<file path="src/mtrp_pkg.sv">
package mtrp_pkg;

  typedef enum logic [1:0] {
    PH_HEADER = 2'd0,
    PH_ADDR   = 2'd1,
    PH_COUNT  = 2'd2,
    PH_HITS   = 2'd3
  } phase_e;

  localparam int unsigned ByteW  = 8;
  localparam int unsigned AddrW  = 64;
  localparam int unsigned CountW = 32;
  localparam int unsigned HitsW  = 32;
  localparam int unsigned IdxW   = 3;

  // header field positions
  localparam int unsigned HdrWriteBit = 7;
  localparam int unsigned HdrAddrLsb  = 4;
  localparam int unsigned HdrCountLsb = 2;
  localparam int unsigned HdrHitsLsb  = 0;

  typedef struct packed {
    logic              is_write;
    logic [AddrW-1:0]  address;
    logic [CountW-1:0] instruction_count;
    logic [HitsW-1:0]  hit_count;
  } record_t;

  typedef struct packed {
    phase_e phase;
    logic   last;
  } dec_status_t;

endpackage

</file>
<file path="src/mtrp_in_stage.sv">
module mtrp_in_stage (
  input  logic                      clk_i,
  input  logic                      rst_ni,
  input  logic                      in_valid_i,
  output logic                      in_ready_o,
  input  logic [mtrp_pkg::ByteW-1:0] data_byte_i,
  output logic                      byte_valid_o,
  input  logic                      byte_take_i,
  output logic [mtrp_pkg::ByteW-1:0] byte_o
);

  logic                       valid_q, valid_d;
  logic [mtrp_pkg::ByteW-1:0] byte_q;

  // the register frees up in the same cycle its word is consumed
  assign in_ready_o = !valid_q || byte_take_i;
  assign valid_d    = (in_valid_i && in_ready_o) || (valid_q && !byte_take_i);

  always_ff @(posedge clk_i or negedge rst_ni) begin
    if (!rst_ni) begin
      valid_q <= 1'b0;
    end else begin
      valid_q <= valid_d;
    end
  end

  always_ff @(posedge clk_i) begin
    if (in_valid_i && in_ready_o) begin
      byte_q <= data_byte_i;
    end
  end

  assign byte_valid_o = valid_q;
  assign byte_o       = byte_q;

endmodule

</file>
<file path="src/mtrp_decode.sv">
module mtrp_decode (
  input  logic                        clk_i,
  input  logic                        rst_ni,
  input  logic                        fire_i,
  input  logic [mtrp_pkg::ByteW-1:0]  byte_i,
  output mtrp_pkg::record_t           rec_o,
  output mtrp_pkg::dec_status_t       status_o
);

  mtrp_pkg::phase_e                  phase_q, phase_d;
  logic [mtrp_pkg::IdxW-1:0]         idx_q, idx_d;
  logic [2:0]                        addr_len_q, addr_len_d;
  logic [1:0]                        cnt_len_q, cnt_len_d;
  logic [1:0]                        hit_len_q, hit_len_d;
  logic                              wr_q, wr_d;
  logic [mtrp_pkg::AddrW-1:0]        addr_q, addr_d;
  logic [mtrp_pkg::CountW-1:0]       cnt_q, cnt_d;
  logic [mtrp_pkg::HitsW-1:0]        hit_q, hit_d;
  logic                              last;

  always_comb begin
    phase_d    = phase_q;
    idx_d      = idx_q;
    addr_len_d = addr_len_q;
    cnt_len_d  = cnt_len_q;
    hit_len_d  = hit_len_q;
    wr_d       = wr_q;
    addr_d     = addr_q;
    cnt_d      = cnt_q;
    hit_d      = hit_q;
    last       = 1'b0;
    unique case (phase_q)
      mtrp_pkg::PH_HEADER: begin
        wr_d       = byte_i[mtrp_pkg::HdrWriteBit];
        addr_len_d = byte_i[mtrp_pkg::HdrAddrLsb +: 3];
        cnt_len_d  = byte_i[mtrp_pkg::HdrCountLsb +: 2];
        hit_len_d  = byte_i[mtrp_pkg::HdrHitsLsb +: 2];
        addr_d     = '0;
        cnt_d      = '0;
        hit_d      = '0;
        idx_d      = '0;
        phase_d    = mtrp_pkg::PH_ADDR;
      end
      mtrp_pkg::PH_ADDR: begin
        addr_d = addr_q | ({{(mtrp_pkg::AddrW-mtrp_pkg::ByteW){1'b0}}, byte_i}
                           << {idx_q, 3'b000});
        if (idx_q == addr_len_q) begin
          idx_d   = '0;
          phase_d = mtrp_pkg::PH_COUNT;
        end else begin
          idx_d = idx_q + 3'd1;
        end
      end
      mtrp_pkg::PH_COUNT: begin
        cnt_d = cnt_q | ({{(mtrp_pkg::CountW-mtrp_pkg::ByteW){1'b0}}, byte_i}
                         << {idx_q[1:0], 3'b000});
        if (idx_q >= {1'b0, cnt_len_q}) begin
          idx_d   = '0;
          phase_d = mtrp_pkg::PH_HITS;
        end else begin
          idx_d = idx_q + 3'd1;
        end
      end
      mtrp_pkg::PH_HITS: begin
        hit_d = hit_q | ({{(mtrp_pkg::HitsW-mtrp_pkg::ByteW){1'b0}}, byte_i}
                         << {idx_q[1:0], 3'b000});
        if (idx_q >= {1'b0, hit_len_q}) begin
          idx_d   = '0;
          phase_d = mtrp_pkg::PH_HEADER;
          last    = 1'b1;
        end else begin
          idx_d = idx_q + 3'd1;
        end
      end
      default: phase_d = mtrp_pkg::PH_HEADER;
    endcase
  end

  always_ff @(posedge clk_i or negedge rst_ni) begin
    if (!rst_ni) begin
      phase_q    <= mtrp_pkg::PH_HEADER;
      idx_q      <= '0;
      addr_len_q <= '0;
      cnt_len_q  <= '0;
      hit_len_q  <= '0;
      wr_q       <= 1'b0;
      addr_q     <= '0;
      cnt_q      <= '0;
      hit_q      <= '0;
    end else if (fire_i) begin
      phase_q    <= phase_d;
      idx_q      <= idx_d;
      addr_len_q <= addr_len_d;
      cnt_len_q  <= cnt_len_d;
      hit_len_q  <= hit_len_d;
      wr_q       <= wr_d;
      addr_q     <= addr_d;
      cnt_q      <= cnt_d;
      hit_q      <= hit_d;
    end
  end

  // finished record, valid together with status_o.last
  assign rec_o.is_write          = wr_q;
  assign rec_o.address           = addr_q;
  assign rec_o.instruction_count = cnt_q;
  assign rec_o.hit_count         = hit_d;

  assign status_o.phase = phase_q;
  assign status_o.last  = last;

endmodule

</file>
<file path="src/mtrp_out_stage.sv">
module mtrp_out_stage (
  input  logic              clk_i,
  input  logic              rst_ni,
  input  logic              load_i,
  input  mtrp_pkg::record_t rec_i,
  output logic              can_take_o,
  output logic              out_valid_o,
  input  logic              out_ready_i,
  output mtrp_pkg::record_t rec_o
);

  logic              valid_q, valid_d;
  mtrp_pkg::record_t rec_q;

  assign can_take_o = !valid_q || out_ready_i;
  assign valid_d    = load_i || (valid_q && !out_ready_i);

  always_ff @(posedge clk_i or negedge rst_ni) begin
    if (!rst_ni) begin
      valid_q <= 1'b0;
    end else begin
      valid_q <= valid_d;
    end
  end

  always_ff @(posedge clk_i) begin
    if (load_i) begin
      rec_q <= rec_i;
    end
  end

  assign out_valid_o = valid_q;
  assign rec_o       = rec_q;

endmodule

</file>
<file path="src/memory_trace_record_parser.sv">
// memory trace record parser
// input channel: one stream word per handshake on data_byte_i (in_valid_i /
//   in_ready_o); a record is a header word followed by 1-8 address words,
//   1-4 instruction-count words and 1-4 hit-count words, all little-endian
// output channel: one decoded record per handshake (out_valid_o / out_ready_i)
//   on is_write_o, address_o, instruction_count_o and hit_count_o
// throughput: one word per cycle unless a waiting record stalls the input;
//   header and field words are all decoded by a single byte insert between
//   the input register and the result register
// path: the last hit-count word is held in the input register, then the
//   finished record is loaded into the result register behind out_valid_o
// stall: a waiting record holds in the result register; the input register
//   still takes one more word, and in_ready_o drops only when both are full
// reset: rst_ni clears both registers and returns the parser to expecting a
//   header word; a partly received record is dropped
module memory_trace_record_parser (
  input  logic                         clk_i,
  input  logic                         rst_ni,
  input  logic                         in_valid_i,
  output logic                         in_ready_o,
  input  logic [mtrp_pkg::ByteW-1:0]   data_byte_i,
  output logic                         out_valid_o,
  input  logic                         out_ready_i,
  output logic                         is_write_o,
  output logic [mtrp_pkg::AddrW-1:0]   address_o,
  output logic [mtrp_pkg::CountW-1:0]  instruction_count_o,
  output logic [mtrp_pkg::HitsW-1:0]   hit_count_o
);

  logic                       byte_valid;
  logic [mtrp_pkg::ByteW-1:0] byte_w;
  logic                       can_take;
  logic                       fire;
  mtrp_pkg::record_t          rec_dec, rec_out;
  mtrp_pkg::dec_status_t      status;

  assign fire = byte_valid && can_take;

  mtrp_in_stage u_in (
    .clk_i        (clk_i),
    .rst_ni       (rst_ni),
    .in_valid_i   (in_valid_i),
    .in_ready_o   (in_ready_o),
    .data_byte_i  (data_byte_i),
    .byte_valid_o (byte_valid),
    .byte_take_i  (fire),
    .byte_o       (byte_w)
  );

  mtrp_decode u_dec (
    .clk_i    (clk_i),
    .rst_ni   (rst_ni),
    .fire_i   (fire),
    .byte_i   (byte_w),
    .rec_o    (rec_dec),
    .status_o (status)
  );

  mtrp_out_stage u_out (
    .clk_i       (clk_i),
    .rst_ni      (rst_ni),
    .load_i      (fire && status.last),
    .rec_i       (rec_dec),
    .can_take_o  (can_take),
    .out_valid_o (out_valid_o),
    .out_ready_i (out_ready_i),
    .rec_o       (rec_out)
  );

  assign is_write_o          = rec_out.is_write;
  assign address_o           = rec_out.address;
  assign instruction_count_o = rec_out.instruction_count;
  assign hit_count_o         = rec_out.hit_count;

  // ready drops only when both registers are full and the receiver stalls
  a_ready_low: assert property (@(posedge clk_i) disable iff (!rst_ni)
    !in_ready_o |-> (byte_valid && out_valid_o && !out_ready_i))
    else $error("input stalled without a full pipeline");

  // a record is completed only in the hit-count phase
  a_last_phase: assert property (@(posedge clk_i) disable iff (!rst_ni)
    status.last |-> (status.phase == mtrp_pkg::PH_HITS))
    else $error("record completed outside hit-count phase");

  // a completed record always returns the parser to the header phase
  a_back_to_header: assert property (@(posedge clk_i) disable iff (!rst_ni)
    (fire && status.last) |=> (status.phase == mtrp_pkg::PH_HEADER))
    else $error("parser did not return to header phase");

  // the header word never yields a record and always starts the address phase
  a_header_step: assert property (@(posedge clk_i) disable iff (!rst_ni)
    (fire && status.phase == mtrp_pkg::PH_HEADER) |=>
      (status.phase == mtrp_pkg::PH_ADDR && !$rose(out_valid_o)))
    else $error("header word handled wrongly");

endmodule

</file>
<file path="config.mk">
export PLATFORM = sky130hd
export DESIGN_NAME = memory_trace_record_parser
export DESIGN_NICKNAME = d
export VERILOG_FILES = /design/src/mtrp_pkg.sv /design/src/mtrp_in_stage.sv /design/src/mtrp_decode.sv /design/src/mtrp_out_stage.sv /design/src/memory_trace_record_parser.sv
export SDC_FILE = /design/constraint.sdc
export NUM_CORES = 1
export LEC_CHECK = 0
export ABC_AREA = 1
export ABC_CLOCK_PERIOD_IN_PS = 10100
export BUFFER_PORTS_ARGS = -buffer_cell sky130_fd_sc_hd__buf_2
export CORE_MARGIN = 5
export CORE_UTILIZATION = 30
export DETAILED_ROUTE_END_ITERATION = 8
export PLACE_DENSITY_LB_ADDON = 0.05
export SETUP_SLACK_MARGIN = 0.3
export SLEW_MARGIN = 10
export SYNTH_ARGS = -nofsm -noshare
export SYNTH_HDL_FRONTEND = slang
export SYNTH_SLANG_ARGS = --single-unit
</file>
<file path="constraint.sdc">
create_clock -name clk_i -period 10.1 [get_ports clk_i]
set_input_delay 0.505 -clock clk_i [delete_from_list [all_inputs] [get_ports clk_i]]
set_output_delay 0.505 -clock clk_i [all_outputs]
set_load 0.02 [all_outputs]
</file>
### Word-level counts from Yosys, hierarchy flattened

Cells that the tools add are included.

* register bits after elaboration: 280
* latch bits: 0
* memory bits (writable): 0
* memory bits (read-only): 0
* bits of input ports: 12
* word-level logic and storage cells: 64
* memories kept: 0

* add/sub/neg operators: 1
* multiply operators: 0
* div/mod/pow operators: 0
* $lt $le $gt $ge: 2
* eq/ne operators: 7
* shifts and indexed selects: 2
* mux-type cells: 13
* bitwise logic cells: 3
* reduce and logical (&&, ||, !) cells: 20

Operators with widths (count)
* one-hot mux 32 bit (2 select lines): 2
* one-hot mux 64 bit (2 select lines): 1
* bitwise OR 32 bit: 2
* bitwise OR 64 bit: 1
* left shift 8 x 6 -> 64 bit: 1
* left shift 8 x 5 -> 32 bit: 1
* one-hot mux 3 bit (4 select lines): 1
* 2-to-1 mux 3 bit: 3
* one-hot mux 2 bit (4 select lines): 1
* greater-or-equal comparator 3 x 2 -> 1 bit: 2
* 2-to-1 mux 2 bit: 3
* != test 2 x 1 -> 1 bit (second input constant): 3
* AND reduction 2 bit: 3
* logical AND 1 bit: 5
* == test 2 bit (second input constant): 2
* zero test 1 bit: 4
* logical OR 1 bit: 4
* AND reduction 4 bit: 1
* nonzero test 2 bit: 2
* adder 3 x 1 -> 3 bit (second input constant): 1
* == test 3 bit: 1
* == test 2 x 1 -> 1 bit (second input constant): 1
* zero test 2 bit: 1
* 2-to-1 mux 1 bit: 2

### Depth between registers and ports, before layout

* depth in word-level cells: 6
* mapped depth: 12
* depth with buffers taken out: 11

### Hierarchy

Synthesis repeated with hierarchy kept, for this count alone.

* cell total of the unflattened synthesis: 864
* area, all modules: 10727.8 um^2

By module, submodules not included
* mtrp_decode: times used 1, cells each 712, area each 6506.2 um^2, seq. area each 3528.4 um^2
* mtrp_out_stage: times used 1, cells each 134, area each 3918.8 um^2, seq. area each 3898.7 um^2
* mtrp_in_stage: times used 1, cells each 14, area each 285.3 um^2, seq. area each 265.3 um^2
* memory_trace_record_parser: times used 1, cells each 4, area each 17.5 um^2, seq. area each 0.0 um^2

### Worst setup path after synthesis

Ideal clock, no wire load.

* kind: register -> register
* start point: register u_dec.idx_q[0] (netlist bit)
* end point: register u_out.rec_q, in the netlist u_out.rec_o[0] (enable)
* setup time: 0.622 ns
* arrival time: 6.575 ns
* data required time: 9.478 ns
* setup slack: 2.903 ns
* stages on the path, launching flop included: 10
* buffers on the path: 1
* clock period less this slack: 7.197 ns
* path through: dfrtp_1 -> inv_4 -> buf_12 -> ha_1 -> inv_1 -> nand2_1 -> nand2_1 -> nand2_1 -> nor2_1 -> nor2_1

* cells in the longest elaborated chain, start to end: 4

Ends and longest elaborated chain
* start, declared: RTL line mtrp_decode.sv:11 `logic [mtrp_pkg::IdxW-1:0] idx_q, idx_d;`
* start signal, assigned: RTL line mtrp_decode.sv:92 `idx_q <= idx_d;`
* greater-or-equal comparator 3 x 2 -> 1 bit: RTL line mtrp_decode.sv:67 `if (idx_q >= {1'b0, hit_len_q}) begin`
* 2-to-1 mux 1 bit: RTL line mtrp_decode.sv:67
* 2-to-1 mux 1 bit: RTL line mtrp_decode.sv:32 `unique case (phase_q)`
* logical AND 1 bit: RTL line memory_trace_record_parser.sv:62 `.load_i (fire && status.last),`
* named net u_out.load_i: RTL line mtrp_out_stage.sv:4 `input logic load_i,`
* end signal, assigned: RTL line mtrp_out_stage.sv:28 `rec_q <= rec_i;`
* end, declared: RTL line mtrp_out_stage.sv:13 `mtrp_pkg::record_t rec_q;`

The timed path passes the listed nets, and every way through them passes these cells.
A chain may end at the register's enable or synchronous reset.

### Worst setup path after layout

* start point: register u_out.valid_q (netlist: u_out.out_valid_o)
* end point: register u_out.rec_q, in the netlist u_out.rec_o[18] (enable)

* cells in the longest elaborated chain, start to end: 4

Ends and longest elaborated chain
* start, declared: RTL line mtrp_out_stage.sv:12 `logic valid_q, valid_d;`
* start signal, assigned: RTL line mtrp_out_stage.sv:22 `valid_q <= valid_d;`
* zero test 1 bit: RTL line mtrp_out_stage.sv:15 `assign can_take_o = !valid_q || out_ready_i;`
* logical OR 1 bit: RTL line mtrp_out_stage.sv:15
* logical AND 1 bit: RTL line memory_trace_record_parser.sv:37 `assign fire = byte_valid && can_take;`
* logical AND 1 bit: RTL line memory_trace_record_parser.sv:62
* named net u_out.load_i: RTL line mtrp_out_stage.sv:4

The timed path passes the listed nets, and every way through them passes these cells.

==> flow_summary.yaml <==
placement:
  portBuffers: 142
  place_area_sq_um: 11700
  place_congestion: 0.738
  dpl.hpwl_um: 18200
floorplanning:
  core.rowCount: 68
  ios: 143
  die_y_um: 197
  core_sq_um: 34500
  start_util: 0.305
  die_area_sq_um: 38900
  dieWidth_um: 197
power:
  power_density_nw_per_um2: 276
  peakVddDrop_mv: 0.112
  leakage_nw: 5.35
global_routing:
  globalRouteOverflowTotal: 0
  grt_max_degree: 79
  grt_pass1_wl_um: 43000
  grt_use_total: 0.145
  grt_pass1_vias: 6590
  antenna_found_initial: 3
worst_setup_path:
  end_kind: "flip-flop"
  r2r-start: "u_out.out_valid_o$_DFF_PN0_"
  reg2reg_setup_slack_ps: 6330
  worst-endpoint-arrival_ps: 3880
  cp-start-kind: "flip-flop"
  crit_fanout: 70
  worst-setup-path-type: "flip-flop to flip-flop"
  endpoint: "u_out.rec_o[18]$_DFFE_PP_"
  rr_worst_depth: 7
  reg2reg_to: "u_out.rec_o[18]$_DFFE_PP_"
  crit_required_ps: 10220
  cp-startpoint: "u_out.out_valid_o$_DFF_PN0_"
synthesis:
  postSynthNetCount: 830
  ys_seq_area_frac: 0.731
  synth_top_cell_by_area: "edfxtp_1"
  ys_warn_count: 0
  syn-cell-area_sq_um: 10500
  syn_avg_cell_area_sq_um: 13.0
  ys_ff_latch: 280
  synthTopCellsByArea: "edfxtp_1 (39%), dfrtp_1 (34%), a21oi_1 (5.0%)"
  synth_cell_types: 27
  synth_top_area_frac: 0.391
  synthesis.instances: 809
timing:
  fin_tns_setup_ps: 0
  period_share: 0.373
  slew_viol_final: 0
  hold_viol: 0
  setup_viol: 0
  tightest_slew_ps: 1090
  clock_skew_ps: 18.5
  relSlewSlack: 0.272
  rsz0062_at_grt: "false"
  period_minus_slack_ps: 3770
  max_freq_ghz: 0.266
worst_hold_path:
  hold_class: "input pin to asynchronous set/reset pin"
clock_network:
  clkLatencyLatePin_ps: 500
  cts_buffer_depth: 3
  numCtsBuffers: 34
  cts_hold_buf: 0
  cts_resized: 0
  cts.clk_slew.worst_paths_ps: 60
  root_buffer: "clkbuf_16"
  cts_max_level: 2
  cts_tree: "yes"
  post_cts_buffers: 0
  clock_sinks: 280
final_layout:
  final_common_cell: "dfrtp_1"
  layout.nets: 981
  n_antenna_cell: 0
  finalInstanceArea_sq_um: 12700
  layout_common_cells: "dfrtp_1 (143), buf_2 (141), edfxtp_1 (137)"
  area_growth_pct: 20.7
  drive_above_1_share: 0.279
  fillCellCount: 3521
routing:
  final_antenna_net_count: 0
  drc: 0
  viasPerCell: 4.47
  dr.pass1.iters: 4
  vias: 6432
  dr.first_iter.drc_count: 361
  drt_wl_total_um: 28300
  wire_per_inst_um: 19.7
run:
  drv_cap: 0
status:
  status: "completed"
metal layers:
metal,GRT usage,part of all wire
met1,0.219,0.49
met2,0.212,0.44
met3,0.0345,0.051
met4,0.0300,0.014
met5,0,0.0016
worst min-delay path by stage:
stage | cells past startpoint | end | slack [ps]
2_1_floorplan | 0 | u_dec.addr_len_q[0]$_DFFE_PN0P_ | 210
3_3_place_gp | 0 | u_out.rec_o[84]$_DFFE_PP_ | 430
3_5_place_dp | 0 | u_out.rec_o[67]$_DFFE_PP_ | 430
4_1_cts | 1 | u_dec.addr_q[51]$_DFFE_PN0P_ | 80
5_1_grt | 1 | u_dec.addr_q[51]$_DFFE_PN0P_ | 100
6_report | 1 | u_dec.addr_q[51]$_DFFE_PN0P_ | 20
critical path, stage by stage, from the launching register on:
cell	delay [ps]
dfrtp_1	390
nand2_1	100
nand2_2	100
inv_2	780
nand2_1	280
nor2_4	160
buf_4	600
buf_4	820
power by group:
part | switching (W) | internal [W] | leakage (nW)
clock network | 0.000450 | 0.000679 | 0.499
registers | 0.0000791 | 0.00143 | 3.20
logic | 0.000664 | 0.000205 | 1.65
cell families (layout without fill, tap and decap cells):
logic type	Yosys count	count (layout)	synth area share
AOI/OAI and AO/OA	171	171	0.0892
buffers and inverters	96	272	0.0448
and+or+nand+nor	250	250	0.121
DFF	280	280	0.731
adders and majority gates	9	9	0.0107
xor gates and xnor gates	3	3	0.00250
layout make-up:
class	count	area, sq um	area share
clock buffers	51	956	0.0753
multi-input cells	433	2370	0.187
well taps	455	569	0.0448
flip-flops and latches	280	7690	0.606
repair buffers	154	807	0.0636
inverters	57	221	0.0174
clock inverters	10	76.3	0.00601
stage by stage:
step	std cells	total power (W)	hold WS (ps)	utilization	setup slack, ps
global placement	1379	0.00243	428	0.338	5970
CTS	1440	0.00358	77.6	0.368	6220
floorplan	809	0.00213	209	-	2900
detailed placement	1379	0.00242	432	0.338	5990
finish	1440	0.00351	21.1	0.368	6330
global route	1440	0.00372	101	0.368	6030
cell usage after synthesis, drive strengths merged:
master  instances
dfrtp         143
nor2          110
ha              9
a21oi         128
nand2          99
xnor2           3
or2             1
nor3           32
nand3           6
edfxtp        137
clkbuf          5
inv            57
buf            34
nand4           2
o21ai          43
registers in the layout, summed over array words and instances (netlist names):
signal,flops
u_in.byte_valid_o,1
u_dec.addr_len_q,3
u_dec.cnt_len_q,2
u_dec.wr_q,1
u_dec.cnt_q,32
u_dec.addr_q,64
u_dec.hit_q,32
u_dec.phase_q,2
u_out.out_valid_o,1
u_dec.idx_q,3
u_out.rec_o,129
u_in.byte_o,8
u_dec.hit_len_q,2
Note: power is estimated with default switching activity, not from simulation.
